<file path="src/gspd_pkg.sv">
`timescale 1ns / 1ps
// ----------------------------------------------------------------------------
// gspd_pkg
// Shared types, constants and the group-code lookup for the symbol pair
// decoder.
// ----------------------------------------------------------------------------
package gspd_pkg;

    localparam logic [7:0] SYNC_BYTE = 8'hFF;
    localparam int         SYM_W     = 5;
    localparam int         NIB_W     = 4;

    typedef struct packed {
        logic [7:0] symbol_byte;
        logic       frame_last;
    } gspd_in_t;

    typedef struct packed {
        logic       byte_valid;
        logic [7:0] data_byte;
        logic       frame_done;
        logic       frame_ok;
        logic       sync_seen;
    } gspd_out_t;

    typedef struct packed {
        logic consume;
        logic frame_last;
        logic half_pair;
        logic frame_failed;
    } gspd_status_t;

    // Bit 4 set: not one of the 16 valid codes.
    function automatic logic [SYM_W-1:0] gspd_sym_to_nibble(input logic [SYM_W-1:0] sym);
        logic [SYM_W-1:0] nib;
        case (sym)
            5'h09:   nib = 5'h08;
            5'h0A:   nib = 5'h00;
            5'h0B:   nib = 5'h01;
            5'h0D:   nib = 5'h0C;
            5'h0E:   nib = 5'h04;
            5'h0F:   nib = 5'h05;
            5'h12:   nib = 5'h02;
            5'h13:   nib = 5'h03;
            5'h15:   nib = 5'h0F;
            5'h16:   nib = 5'h06;
            5'h17:   nib = 5'h07;
            5'h19:   nib = 5'h09;
            5'h1A:   nib = 5'h0A;
            5'h1B:   nib = 5'h0B;
            5'h1D:   nib = 5'h0D;
            5'h1E:   nib = 5'h0E;
            default: nib = 5'h10;
        endcase
        return nib;
    endfunction

endpackage

</file>
<file path="src/gspd_in_stage.sv">
`timescale 1ns / 1ps
// ----------------------------------------------------------------------------
// gspd_in_stage
// Input register: captures one symbol beat and holds it until the decode
// core consumes it.
// ----------------------------------------------------------------------------
module gspd_in_stage
    import gspd_pkg::*;
(
    input  logic     aclk,
    input  logic     aresetn,
    input  logic     s_valid,
    output logic     s_ready,
    input  gspd_in_t s_payload,
    input  logic     consume,
    output logic     beat_valid,
    output gspd_in_t beat
);

    logic     valid_reg;
    gspd_in_t beat_reg;

    assign s_ready    = !valid_reg || consume;
    assign beat_valid = valid_reg;
    assign beat       = beat_reg;

    always_ff @(posedge aclk) begin
        if (!aresetn) begin
            valid_reg <= 1'b0;
        end else if (s_valid && s_ready) begin
            valid_reg <= 1'b1;
        end else if (consume) begin
            valid_reg <= 1'b0;
        end
    end

    always_ff @(posedge aclk) begin
        if (s_valid && s_ready) begin
            beat_reg <= s_payload;
        end
    end

endmodule

</file>
<file path="src/gspd_decode_core.sv">
`timescale 1ns / 1ps
// ----------------------------------------------------------------------------
// gspd_decode_core
// Pair decoder: table lookup, pair assembly and frame status flags.
// ----------------------------------------------------------------------------
module gspd_decode_core
    import gspd_pkg::*;
(
    input  logic         aclk,
    input  logic         aresetn,
    input  logic         beat_valid,
    input  gspd_in_t     beat,
    input  logic         res_ready,
    output logic         res_valid,
    output gspd_out_t    res,
    output gspd_status_t status
);

    logic [NIB_W-1:0] high_nibble_reg, high_nibble_next;
    logic             half_pair_reg, half_pair_next;
    logic             sync_flag_reg, sync_flag_next;
    logic             frame_failed_reg, frame_failed_next;

    logic [SYM_W-1:0] nib;
    logic             is_sync;
    logic             emit;
    logic [7:0]       data;
    logic             need_res;
    logic             consume;

    always_comb begin
        nib               = gspd_sym_to_nibble(beat.symbol_byte[SYM_W-1:0]);
        is_sync           = (beat.symbol_byte == SYNC_BYTE);
        high_nibble_next  = high_nibble_reg;
        half_pair_next    = half_pair_reg;
        sync_flag_next    = sync_flag_reg;
        frame_failed_next = frame_failed_reg;
        emit              = 1'b0;
        data              = 8'h00;

        if (!frame_failed_reg) begin
            if (!half_pair_reg) begin
                if (is_sync) begin
                    sync_flag_next = 1'b1;
                end else if (beat.frame_last || nib[NIB_W]) begin
                    frame_failed_next = 1'b1;
                end else begin
                    high_nibble_next = nib[NIB_W-1:0];
                    half_pair_next   = 1'b1;
                end
            end else begin
                half_pair_next = 1'b0;
                if (is_sync || nib[NIB_W]) begin
                    frame_failed_next = 1'b1;
                end else begin
                    data = {high_nibble_reg, nib[NIB_W-1:0]};
                    emit = 1'b1;
                end
            end
        end

        need_res = emit || beat.frame_last;
        consume  = beat_valid && (!need_res || res_ready);

        res_valid      = beat_valid && need_res;
        res.byte_valid = emit;
        res.data_byte  = data;
        res.frame_done = beat.frame_last;
        res.frame_ok   = beat.frame_last && !frame_failed_next;
        res.sync_seen  = beat.frame_last && sync_flag_next;

        status.consume      = consume;
        status.frame_last   = beat.frame_last;
        status.half_pair    = half_pair_reg;
        status.frame_failed = frame_failed_reg;
    end

    always_ff @(posedge aclk) begin
        if (!aresetn) begin
            high_nibble_reg  <= '0;
            half_pair_reg    <= 1'b0;
            sync_flag_reg    <= 1'b0;
            frame_failed_reg <= 1'b0;
        end else if (consume) begin
            if (beat.frame_last) begin
                high_nibble_reg  <= '0;
                half_pair_reg    <= 1'b0;
                sync_flag_reg    <= 1'b0;
                frame_failed_reg <= 1'b0;
            end else begin
                high_nibble_reg  <= high_nibble_next;
                half_pair_reg    <= half_pair_next;
                sync_flag_reg    <= sync_flag_next;
                frame_failed_reg <= frame_failed_next;
            end
        end
    end

endmodule

</file>
<file path="src/gspd_out_stage.sv">
`timescale 1ns / 1ps
// ----------------------------------------------------------------------------
// gspd_out_stage
// Result register: holds one result beat until the sink takes it.
// ----------------------------------------------------------------------------
module gspd_out_stage
    import gspd_pkg::*;
(
    input  logic      aclk,
    input  logic      aresetn,
    input  logic      res_valid,
    output logic      res_ready,
    input  gspd_out_t res,
    output logic      m_valid,
    input  logic      m_ready,
    output gspd_out_t m_payload
);

    logic      valid_reg;
    gspd_out_t payload_reg;

    assign res_ready = !valid_reg || m_ready;
    assign m_valid   = valid_reg;
    assign m_payload = payload_reg;

    always_ff @(posedge aclk) begin
        if (!aresetn) begin
            valid_reg <= 1'b0;
        end else if (res_valid && res_ready) begin
            valid_reg <= 1'b1;
        end else if (m_ready) begin
            valid_reg <= 1'b0;
        end
    end

    always_ff @(posedge aclk) begin
        if (res_valid && res_ready) begin
            payload_reg <= res;
        end
    end

endmodule

</file>
<file path="src/gcr_symbol_pair_decoder.sv">
`timescale 1ns / 1ps
// Takes one 5-bit group-code symbol beat per cycle while m_ready is high and
// gives one decoded data byte per symbol pair, plus a status beat at frame
// end. Beats pass the input register, the single decode stage of lookup and
// flag update, then the result register. The sink must void every byte
// emitted by a frame ending with frame_ok low; the block does not enforce it.
// ----------------------------------------------------------------------------
// gcr_symbol_pair_decoder
// Group-code symbol pair decoder with sync detection and frame status.
// ----------------------------------------------------------------------------
module gcr_symbol_pair_decoder
    import gspd_pkg::*;
(
    input  logic      aclk,
    input  logic      aresetn,
    input  logic      s_valid,
    output logic      s_ready,
    input  gspd_in_t  s_payload,
    output logic      m_valid,
    input  logic      m_ready,
    output gspd_out_t m_payload
);

    logic         beat_valid;
    gspd_in_t     beat;
    logic         res_valid;
    logic         res_ready;
    gspd_out_t    res;
    gspd_status_t status;

    gspd_in_stage u_in_stage (
        .aclk       (aclk),
        .aresetn    (aresetn),
        .s_valid    (s_valid),
        .s_ready    (s_ready),
        .s_payload  (s_payload),
        .consume    (status.consume),
        .beat_valid (beat_valid),
        .beat       (beat)
    );

    gspd_decode_core u_decode_core (
        .aclk       (aclk),
        .aresetn    (aresetn),
        .beat_valid (beat_valid),
        .beat       (beat),
        .res_ready  (res_ready),
        .res_valid  (res_valid),
        .res        (res),
        .status     (status)
    );

    gspd_out_stage u_out_stage (
        .aclk       (aclk),
        .aresetn    (aresetn),
        .res_valid  (res_valid),
        .res_ready  (res_ready),
        .res        (res),
        .m_valid    (m_valid),
        .m_ready    (m_ready),
        .m_payload  (m_payload)
    );

    a_status_only_at_end: assert property (@(posedge aclk) disable iff (!aresetn)
        m_valid && !m_payload.frame_done |-> !m_payload.frame_ok && !m_payload.sync_seen)
        else $error("frame status on a beat that does not end a frame");

    a_idle_byte_zero: assert property (@(posedge aclk) disable iff (!aresetn)
        m_valid && !m_payload.byte_valid |-> m_payload.data_byte == 8'h00)
        else $error("data byte not zero without a decoded byte");

    a_frame_state_clear: assert property (@(posedge aclk) disable iff (!aresetn)
        status.consume && status.frame_last |=> !status.half_pair && !status.frame_failed)
        else $error("frame state not cleared after frame end");

    a_result_has_room: assert property (@(posedge aclk) disable iff (!aresetn)
        status.consume && res_valid |-> res_ready)
        else $error("beat consumed with no room for its result");

endmodule

</file>
<file path="config.mk">
export PLATFORM = sky130hd
export DESIGN_NAME = gcr_symbol_pair_decoder
export DESIGN_NICKNAME = d
export VERILOG_FILES = /design/src/gspd_pkg.sv /design/src/gspd_in_stage.sv /design/src/gspd_decode_core.sv /design/src/gspd_out_stage.sv /design/src/gcr_symbol_pair_decoder.sv
export SDC_FILE = /design/constraint.sdc
export NUM_CORES = 1
export LEC_CHECK = 0
export BUFFER_PORTS_ARGS = -buffer_cell sky130_fd_sc_hd__buf_4
export CORE_MARGIN = 4
export CORE_UTILIZATION = 30
export CTS_BUF_LIST = sky130_fd_sc_hd__clkbuf_8
export DETAILED_ROUTE_END_ITERATION = 8
export PLACE_DENSITY = 0.47
export SKIP_LAST_GASP = 1
export SYNTH_ARGS = -nofsm -noshare
export SYNTH_HDL_FRONTEND = slang
export SYNTH_SLANG_ARGS = --single-unit
</file>
<file path="constraint.sdc">
create_clock -name aclk -period 7.1 [get_ports aclk]
set_input_delay 2.13 -clock aclk [delete_from_list [all_inputs] [get_ports aclk]]
set_output_delay 2.13 -clock aclk [all_outputs]
set_load 0.02 [all_outputs]
</file>
After elaboration in Yosys (flattened, before gate mapping)
Memory sizes are Yosys's and may differ from the RTL's. A register that Yosys moved wholly into a read port is not among the register bits. Index checks and enable logic that the tools add are counted.

Register bits after elaboration: 30. ROM bits: 160. Bits of input ports: 13. Output and inout port bits: 14. Logic and storage cells: 69. Memories: 1.

Equality and inequality tests: 5. Muxes and demuxes: 28. Bitwise operators: 1. Reduce and logical (&&, ||, !) cells: 21.

Memories: (name not given) (words 32, bits a word 5, read ports 1, clocked after Yosys merged registers in 1, write ports 0, line gspd_pkg.sv:36) `case (sym)`.

Operator list (count): $mux W1 (22); $mux W4 (5); $eq A8 B8 Y1 const B (1); $ne A2 B2 Y1 const B (4); $logic_and A1 B1 Y1 (6); $logic_or A1 B1 Y1 (6); $mux W5 (1); $reduce_and A5 Y1 (1); $logic_not A1 Y1 (4); $reduce_bool A2 Y1 (2); $reduce_or A3 Y1 (1); $reduce_and A2 Y1 (1); $not A1 Y1 (1).

Longest topological paths before layout
Gate-level depths: netlist of the first run.

Depth after elaboration: 12. Mapped depth: 9.

Cells and area by module
Synthesis of the first run repeated with hierarchy kept, for this count alone.

Cells, all modules: 127. Area total of the unflattened synthesis: 1491.4 µm².

By module, submodules not included: gspd_decode_core (times used 1, cells each 96, area each 745.7 µm², seq. area each 140.1 µm²); gspd_out_stage (times used 1, cells each 17, area each 417.9 µm², seq. area each 380.4 µm²); gspd_in_stage (times used 1, cells each 14, area each 327.8 µm², seq. area each 290.3 µm²).

Worst setup path before layout of the first run
No wires, ideal clock.

Path kind: input to output. Start point: in m_ready. End point: out s_ready. Data arrival time: 2.665 ns. Required time: 4.970 ns. Slack: 2.305 ns. Stages on the path: 2. Path buffers: 0. Cells stage by stage: nand2b_1 -> or2_1.

Cells in the longest elaborated chain, start to end: 4.

RTL lines: start: declaration (line gcr_symbol_pair_decoder.sv:20) `input logic m_ready,`; $logic_or A1 B1 Y1 (line gspd_out_stage.sv:22) `assign res_ready = !valid_reg || m_ready;`; $logic_or A1 B1 Y1 (line gspd_decode_core.sv:63) `consume = beat_valid && (!need_res || res_ready);`; $logic_and A1 B1 Y1 (line gspd_decode_core.sv:63); $logic_or A1 B1 Y1 (line gspd_in_stage.sv:23) `assign s_ready = !valid_reg || consume;`; end: declaration (line gcr_symbol_pair_decoder.sv:17) `output logic s_ready,`.

No other way between the ends.

Worst setup path in the final report of the first run
Ends and elaborated chain as after synthesis.

==> results of run 1 <==
[metrics by stage]
stage                     instance area [µm²]   util
after detailed placement                 2010  0.361
after floorplan                          1750      -
after global routing                     2100  0.377
after CTS                                2100  0.377
after global placement                   2010  0.361
final                                    2100  0.377
[layout make-up]
| class | instances | area (µm²) | share of cell area |
|---|---|---|---|
| clock buffers | 6 | 82.6 | 0.0393 |
| clock inverters | 2 | 8.76 | 0.00416 |
| inverters | 7 | 26.3 | 0.0125 |
| multi-input cells | 113 | 790 | 0.375 |
| flip-flops and latches | 35 | 911 | 0.433 |
| well taps | 72 | 90.1 | 0.0428 |
| repair buffers | 26 | 195 | 0.0928 |
[metal layers]
layer | GRT usage | vias up
li1 | - | 624
met1 | 0.125 | 556
met2 | 0.171 | 38
met3 | 0.0324 | 11
met4 | 0.0604 | 0
met5 | 0 | -
[where the power goes]
part	internal, µW	switching (µW)
registers	225	7.47
clock network	76.7	66.4
logic	23.4	28.1
total	325	102
[worst max-delay path: cells and delay by family]
| family | cells | cell delay, ns |
|---|---|---|
| AND/OR/NAND/NOR | 2 | 0.53 |
| buffers and inverters | 2 | 0.27 |
[final timing paths]
check / start / end / slack (ns)
max: m_ready / s_ready / 2.04
min: u_decode_core.high_nibble_reg[3]$_SDFFE_PN0P_ / u_decode_core.high_nibble_reg[3]$_SDFFE_PN0P_ / 0.49
max reg2reg: u_in_stage.beat[4]$_DFFE_PN_ / u_decode_core.nib[1]$_SDFF_PP0_ / 3.80
min reg2reg: u_decode_core.high_nibble_reg[3]$_SDFFE_PN0P_ / u_decode_core.high_nibble_reg[3]$_SDFFE_PN0P_ / 0.49
[cell usage in the layout (no fill, tap or decap), types with 5 or more instances in the layout]
cell | synthesis | layout
mux2i_1 | 12 | 12
inv_1 | 7 | 8
o21ai_1 | 5 | 5
and2_1 | 9 | 9
a21oi_1 | 8 | 8
nor2b_1 | 7 | 7
ha_1 | 7 | 7
nand2_1 | 11 | 11
dfxtp_1 | 14 | 14
nor2_1 | 12 | 12
buf_4 | 0 | 26
clkbuf_8 | 0 | 6
edfxtp_1 | 21 | 21
[logic make-up (layout without fill, tap and decap cells)]
kind of cell	after synthesis	in the layout	synth area share
AND/OR/NAND/NOR	59	59	0.184
flip-flops	35	35	0.521
AO/OA/AOI/OAI	30	30	0.119
multiplexers	15	15	0.0880
buffers and inverters	11	41	0.0279
adder cells (fa/ha/maj)	7	7	0.0501
XOR/XNOR	2	2	0.0100
==> results by group, run 1 <==
Placement
  – Worst slack, placed: a little over 2 ns
  – Dpl cells: about 250
  – HPWL Detailed: 2.58 mm
  – PortBufs: 26
  – GPL Wtd Cong: between 0.7 and 0.8

Drt
  – Pre-antenna DRT Iters: 4
  – Post-route DRC: 0
  – Vias post-DR: ~1200
  – Vias per inst: approximately 4.7
  – Metal3 WL: 209 µm
  – Metal-1 WL: 1.43 mm
  – Drt total wl: roughly 3.4 mm
  – DRT iter0 DRCs: 44
  – Antenna-violating nets left: 0
  – Highest metal used: met4
  – Wire length on met2: between 1.5 and 2 mm
  – DR WL/cell: about 13 µm

CTS
  – Root Buffer: clkbuf_8
  – Post-CTS Resized: 0
  – Postcts setup bufs: 0
  – Clock slew at reported path FFs: approximately 0.060 ns
  – Clock tree buffer depth: 2
  – Hold_buf cts: 0
  – CTS tree: built
  – Sink Count: 35
  – Clock Latency Late Sink: approximately 0.28 ns
  – H-tree depth: 2
  – Number of buffers created by CTS: 5

Worst setup path
  – Top cell by count, worst path: buf_4
  – Startpoint Class: input port
  – CP endpoint kind: output pin
  – Critical Path, Cell by Cell: buf_4, nand2b_1, or2_1, buf_4
  – CP Max Fanout: 8
  – Critical path class: input port to output pin
  – CP max stage delay: approximately 0.29 ns
  – CP max stage cell: or2_1
  – Reg2Reg Depth: 8
  – CP arrival: between 2 and 3 ns
  – Crit path required time: between 4 and 5 ns

Timing
  – Layout Skew: between 0.007 and 0.008 ns
  – Final setup margin: 2.04 ns
  – Max_slew headroom: 0.374
  – Final Cycle Share: 0.713
  – Final setup vio count: 0
  – Slew @ Worst Pin: between 0.9 and 1 ns
  – FMAX: approximately 200 MHz
  – Pins Over Slew Limit: 0
  – Fin. Hold Viols: 0
  – WHS: between 0.4 and 0.5 ns
  – Unrepaired setup endpoints after global routing: no
  – Minimum clock period: slightly above 5 ns
  – Final setup TNS: 0 ns

Cells and area
  – Ant diodes: 0
  – Layout cells sized above 1: 0.196
  – Area Growth Syn to Fin: 20.2%
  – Largest register FFs: 12
  – FILL cells: roughly 570
  – Post-route insts no fill: 261
  – Final net count: 208

Global routing
  – First-pass GRT wire length: just under 6 mm
  – Total grt overflow: 0
  – Vias in the first global route: 1236
  – Initial antenna violation count: 0
  – Overall global routing resource usage: 0.106
  – Largest net degree at the start of global routing: 28

Floorplanning
  – Initial Util: 0.314
  – Die H: ~84 µm
  – Die area: 0.00712 mm²
  – I/O pins: 27
  – Die Width: approximately 84 µm
  – Core Region: approximately 0.0056 mm²
  – Cell row count: 27

Yosys
  – Async S/R FF share, synth: 0
  – Sequential area share after synthesis: 0.521
  – Area contributors post-synth: edfxtp_1 36%, dfxtp_1 16%, mux2i_1 6.9%
  – Post-Syn Nets: about 180
  – Top-count cell post-synth: edfxtp_1
  – Most common library cells after synthesis: 21 x edfxtp_1, 14 x dfxtp_1, 12 x mux2i_1, 12 x nor2_1, 11 x nand2_1
  – Synth warn: 0
  – Post-synth top area cell: edfxtp_1
  – Post-synth EDFFs: 21
  – Syn Std Cell Area: ~0.0017 mm²
  – Cell variety after synth: between 40 and 50
  – Ys flop type: edfxtp_1
  – #FFs+latches synth: 35
  – Synthesized area per cell: 11.0 µm²
  – Post-Syn Instances: 159
  – Area share of the largest cell type after synthesis: 0.361

Power and ir drop
  – Worst vdd ir: ~0.000096 V
  – PD cells: about 200 mW/mm²
  – Leakage Power: between 0.0008 and 0.0009 µW
  – Tot Pwr: roughly 430 µW

Min path
  – Hold Path Class: flip-flop to flip-flop
  – WHS Path Cells: 2

Run status
  – Run status: complete, no violations

Job
  – Max cap viols: 0
Note: power is estimated with default switching activity, not from simulation.
==> run 2: changes to the inputs <==
--- a/config.mk
+++ b/config.mk
@@ -10,7 +10,7 @@
 export CORE_UTILIZATION = 30
 export CTS_BUF_LIST = sky130_fd_sc_hd__clkbuf_8
 export DETAILED_ROUTE_END_ITERATION = 8
-export PLACE_DENSITY = 0.47
+export PLACE_DENSITY = 0.48
 export SKIP_LAST_GASP = 1
 export SYNTH_ARGS = -nofsm -noshare
 export SYNTH_HDL_FRONTEND = slang
==> constraint.sdc (replaced) <==
create_clock -name aclk -period 4.2 [get_ports aclk]
set_input_delay 1.26 -clock aclk [delete_from_list [all_inputs] [get_ports aclk]]
set_output_delay 1.26 -clock aclk [all_outputs]
set_load 0.02 [all_outputs]
==> run 2 against run 1 <==
Effect of this change:
- sequential power up 69%
- flip-flop and latch count unchanged
- count of clock-buffer cells in the layout decreased by 1
- register-to-register slack worse by 2.5 ns
- critical path type is now flip-flop to output pin
- critical endpoint unchanged
- highest routed layer unchanged
==> results by group, run 2 (synthesis gave the netlist of run 1 again) <==
Worst setup path
  – R2R Path Start: u_in_stage.beat[4]$_DFFE_PN_
  – CP max stage cell: edfxtp_1
  – CP Launch Point: u_in_stage.beat[4]$_DFFE_PN_
  – Crit path required time: between 2 and 3 ns
  – Reg2Reg Depth: 8
  – CP Max Fanout: 14
  – R2R Setup Slk: approximately 1.3 ns
  – Critical path class: flip-flop to output pin
  – Critical Path, Cell by Cell: nand2_2, o31a_1, o21ai_0, or2_1, buf_4
  – CP endpoint kind: output pin
  – RR Endpoint: u_decode_core.nib[1]$_SDFF_PP0_
  – CP max stage delay: 0.50 ns
  – Startpoint Class: flip-flop
  – CP arrival: 2.09 ns
  – CP Capture Point: s_ready

Drt
  – DRT iter0 DRCs: a little over 60
  – Pre-antenna DRT Iters: 6
  – Vias post-DR: ~1200
  – Drt total wl: around 3.4 mm
  – DR WL/cell: ~13 µm
  – Vias per inst: roughly 4.7
  – Antenna-violating nets left: 0
  – Post-route DRC: 0

Global routing
  – First-pass GRT wire length: between 5 and 6 mm
  – Overall global routing resource usage: 0.0978
  – Largest net degree at the start of global routing: 19
  – Total grt overflow: 0
  – Vias in the first global route: ~1200
  – Initial antenna violation count: 0

Power and ir drop
  – Leakage Power: approximately 0.00088 µW
  – Worst vdd ir: around 0.00012 V
  – PD cells: 336 mW/mm²
  – Tot Pwr: around 710 µW

Floorplanning
  – Cell row count: 27
  – Die Width: ~84 µm
  – I/O pins: 27
  – Die H: 84.4 µm
  – Core Region: around 0.0056 mm²
  – Die area: 0.00712 mm²
  – Initial Util: 0.314

Timing
  – Final setup TNS: 0 ns
  – Minimum clock period: 3.35 ns
  – Pins Over Slew Limit: 0
  – Max_slew headroom: 0.347
  – WHS: 0.488 ns
  – Slew @ Worst Pin: around 1 ns
  – Final Cycle Share: 0.797
  – Layout Skew: between 0.007 and 0.008 ns
  – FMAX: about 300 MHz
  – Final setup vio count: 0
  – Fin. Hold Viols: 0
  – Unrepaired setup endpoints after global routing: no

CTS
  – Root Buffer: clkbuf_8
  – Postcts setup bufs: 0
  – Clock tree buffer depth: 2
  – Clock slew at reported path FFs: 0.07 ns
  – Post-CTS Resized: 0
  – CTS tree: built
  – Clock Latency Late Sink: about 0.28 ns
  – H-tree depth: 2
  – Number of buffers created by CTS: 5
  – Hold_buf cts: 0
  – Sink Count: 35

Cells and area
  – Final net count: 209
  – Layout cells sized above 1: 0.195
  – FILL cells: 560
  – Area Growth Syn to Fin: 20.1%
  – Most frequent cells in the layout: 27 x buf_4, 21 x edfxtp_1, 14 x dfxtp_1
  – Ant diodes: 0
  – Commonest non-fill, non-tap cell in the layout: buf_4
  – Largest register FFs: 12

Placement
  – PortBufs: 26
  – GPL Wtd Cong: roughly 0.84
  – HPWL Detailed: between 2 and 3 mm

Run status
  – Run status: complete, no violations

Min path
  – Hold Path Class: flip-flop to flip-flop

Job
  – Max cap viols: 0
[run 2: cell count changes in the layout (fill, tap and decap cells not counted), sizes merged]
| cell | before | now |
|---|---|---|
| clkbuf | 6 | 5 |
| clkinv | 1 | 2 |
| buf | 26 | 27 |
[run 2: cell type report]
type / instances / area [µm²] / area share
timing repair buffer: 27 / 203 / 0.0965
sequential: 35 / 911 / 0.434
clock buffer: 5 / 68.8 / 0.0328
clock inverter: 3 / 12.5 / 0.00596
tap: 72 / 90.1 / 0.0429
inverter: 7 / 26.3 / 0.0125
multi-input combinational: 113 / 790 / 0.376
[run 2: critical path, delay by kind of cell, from the launching register on]
kind / cells / cell delay, ns
AO/OA/AOI/OAI: 2 / 0.73
buffers and inverters: 1 / 0.16
flip-flops: 1 / 0.50
AND/OR/NAND/NOR: 2 / 0.42
[run 2: stage by stage]
stage	util	instance area (µm²)	worst slack, ns	cells
after floorplan	-	1750	1.02	159
after global placement	0.362	2020	0.729	254
after detailed placement	0.362	2020	0.654	254
after CTS	0.377	2100	0.822	262
after global routing	0.377	2100	0.636	262
final	0.377	2100	0.854	262
[run 2: worst min path at each step]
stage,from,endpoint,slack [ns],cells past startpoint
after floorplan,u_decode_core.high_nibble_reg[0]$_SDFFE_PN0P_,u_decode_core.high_nibble_reg[0]$_SDFFE_PN0P_,0.46,2
after global placement,u_decode_core.high_nibble_reg[2]$_SDFFE_PN0P_,u_decode_core.high_nibble_reg[2]$_SDFFE_PN0P_,0.47,2
after detailed placement,u_decode_core.high_nibble_reg[2]$_SDFFE_PN0P_,u_decode_core.high_nibble_reg[2]$_SDFFE_PN0P_,0.48,2
after CTS,u_decode_core.high_nibble_reg[2]$_SDFFE_PN0P_,u_decode_core.high_nibble_reg[2]$_SDFFE_PN0P_,0.50,2
final,u_decode_core.high_nibble_reg[3]$_SDFFE_PN0P_,u_decode_core.high_nibble_reg[3]$_SDFFE_PN0P_,0.49,2
after global routing,u_decode_core.high_nibble_reg[3]$_SDFFE_PN0P_,u_decode_core.high_nibble_reg[3]$_SDFFE_PN0P_,0.52,2
[run 2: layer usage]
layer / track usage / vias to the layer above / share of wire
li1: - / 625 / -
met1: 0.119 / 562 / 0.44
met2: 0.161 / 28 / 0.49
met3: 0.0334 / 4 / 0.054
met4: 0.0360 / 0 / 0.012
met5: 0 / - / 0
[run 2: where the power goes]
part | internal, µW | switching, µW
registers | 380 | 12.9
logic | 40.0 | 47.3
clock network | 111 | 114
total | 532 | 174
==> run 3: changes to the inputs <==
--- a/config.mk
+++ b/config.mk
@@ -10,7 +10,7 @@
 export CORE_UTILIZATION = 30
 export CTS_BUF_LIST = sky130_fd_sc_hd__clkbuf_8
 export DETAILED_ROUTE_END_ITERATION = 8
-export PLACE_DENSITY = 0.48
+export PLACE_DENSITY = 0.47
 export SKIP_LAST_GASP = 1
 export SYNTH_ARGS = -nofsm -noshare
 export SYNTH_HDL_FRONTEND = slang
==> constraint.sdc (replaced) <==
create_clock -name aclk -period 3.1 [get_ports aclk]
set_input_delay 0.93 -clock aclk [delete_from_list [all_inputs] [get_ports aclk]]
set_output_delay 0.93 -clock aclk [all_outputs]
set_load 0.02 [all_outputs]
==> run 3 against run 2 <==
Effect of this change:
- clock power increased by 43%
- clock skew is essentially flat
- flip-flop and latch count did not move
- hold slack improved by 0.00054 ns
- first-iteration DRC count is 46% lower
==> results by group, run 3 (synthesis gave the netlist of run 1 again) <==
Run status
  – Run status: complete, no violations

CTS
  – Root Buffer: clkbuf_8
  – Number of buffers created by CTS: 5
  – CTS tree: built
  – Sink Count: 35
  – H-tree depth: 2
  – Clock Latency Late Sink: around 0.29 ns
  – Clock slew at reported path FFs: approximately 0.070 ns
  – Clock tree buffer depth: 2

Global routing
  – Largest net degree at the start of global routing: 27
  – Total grt overflow: 0
  – Overall global routing resource usage: 0.108
  – Vias in the first global route: ~1300
  – Initial antenna violation count: 0
  – First-pass GRT wire length: between 6 and 7 mm

Worst setup path
  – R2R Setup Slk: 0.49 ns
  – Critical Path, Cell by Cell: nand2_2, o31a_2, o21ai_0, or2_1, buf_4
  – CP max stage cell: edfxtp_1
  – R2R Path Start: u_in_stage.beat[4]$_DFFE_PN_
  – Critical path class: flip-flop to output pin
  – CP max stage delay: about 0.49 ns
  – CP arrival: between 2 and 2.5 ns
  – CP endpoint kind: output pin
  – CP Launch Point: u_in_stage.beat[4]$_DFFE_PN_
  – CP Max Fanout: 14
  – Startpoint Class: flip-flop
  – Crit path required time: ~2.2 ns

Power and ir drop
  – Leakage Power: ~0.00091 µW
  – PD cells: 455 mW/mm²
  – Worst vdd ir: 0.000244 V
  – Tot Pwr: 980 µW

Timing
  – Slew @ Worst Pin: 0.491 ns
  – Pins Over Slew Limit: 0
  – Layout Skew: 0.00713 ns
  – Final Cycle Share: 0.952
  – Minimum clock period: between 2 and 3 ns
  – Unrepaired setup endpoints after global routing: no
  – Final setup TNS: 0 ns
  – Fin. Hold Viols: 0
  – Max_slew headroom: 0.664
  – Final setup vio count: 0
  – FMAX: roughly 340 MHz

Min path
  – Hold Path Class: flip-flop to flip-flop
  – Worst hold path startpoint: u_decode_core.high_nibble_reg[1]$_SDFFE_PN0P_

Floorplanning
  – Die Width: about 84 µm
  – Initial Util: 0.314
  – I/O pins: 27
  – Core Region: roughly 0.0056 mm²
  – Cell row count: 27
  – Die area: approximately 0.007 mm²
  – Die H: roughly 84 µm

Cells and area
  – Final net count: ~210
  – Layout cells sized above 1: 0.226
  – FILL cells: approximately 570
  – Ant diodes: 0
  – Commonest non-fill, non-tap cell in the layout: buf_4
  – Most frequent cells in the layout: 31 x buf_4, 21 x edfxtp_1, 14 x dfxtp_1
  – Utilization after layout: 0.387
  – Largest register FFs: 12
  – Area Growth Syn to Fin: 23.2%

Placement
  – HPWL Detailed: about 2.8 mm
  – PortBufs: 26
  – GPL Wtd Cong: ~0.76

Drt
  – DR WL/cell: ~14 µm
  – DRT iter0 DRCs: 33
  – Vias per inst: 4.63
  – Antenna-violating nets left: 0
  – Drt total wl: between 3 and 4 mm
  – Post-route DRC: 0
  – Vias post-DR: 1235
  – Pre-antenna DRT Iters: 4

Job
  – Max cap viols: 0
## run 3: changes by cell type in the layout (fill, tap and decap cells not counted)
cell / previous run / this run
clkinv_1: 1 / 0
buf_12: 0 / 1
o31a_1: 1 / 0
buf_4: 27 / 31
clkinvlp_4: 0 / 1
o31a_2: 0 / 1
## run 3: path summary, 6_finish.rpt
path                                                         to  cells past startpoint
setup / recovery                                        s_ready                      5
hold / removal    u_decode_core.high_nibble_reg[1]$_SDFFE_PN0P_                      2
setup reg to reg                u_decode_core.nib[1]$_SDFF_PP0_                      9
hold reg to reg   u_decode_core.high_nibble_reg[1]$_SDFFE_PN0P_                      2
## run 3: critical path: cells and delay by family (launching register included)
family                 cells  cell delay (ns)
AOI/OAI and AO/OA          2             0.80
and+or+nand+nor            2             0.30
DFF                        1             0.49
buffers and inverters      1             0.14
## run 3: area by class of cell
cell class	instances	area, µm²	area share
Clock buffer	5	68.8	0.0319
Tap cell	72	90.1	0.0418
Inverter	7	26.3	0.0122
Timing Repair Buffer	32	253	0.117
Sequential cell	35	911	0.423
Multi-Input combinational cell	113	791	0.367
Clock inverter	3	16.3	0.00754
## run 3: per-stage QoR
step	area [µm²]	hold slack, ns	std cells	setup slack, ns
floorplan	1750	0.455	159	0.251
global placement	2070	0.473	259	0.237
detailed placement	2070	0.475	259	0.233
CTS	2150	0.493	267	0.00169
global route	2160	0.554	267	0.0116
finish	2160	0.489	267	0.149
## run 3: repair_timing
action | CTS | global route
resized for setup | 0 | 1
buffers inserted | 0 | 0
setup endpoints to repair | 0 | 1
hold buffers | 0 | 0
## run 3: routing by layer
metal,GRT usage,vias to the layer above,share of wire
met5,0,-,0
met4,0.0475,0,0.022
met3,0.0353,9,0.056
met2,0.184,31,0.48
met1,0.124,558,0.44
li1,-,637,-
## run 3: power breakdown
group	total (µW)	switching (µW)	internal, µW
combinational	127	66.6	60.4
sequential	532	17.8	515
clock	321	167	154
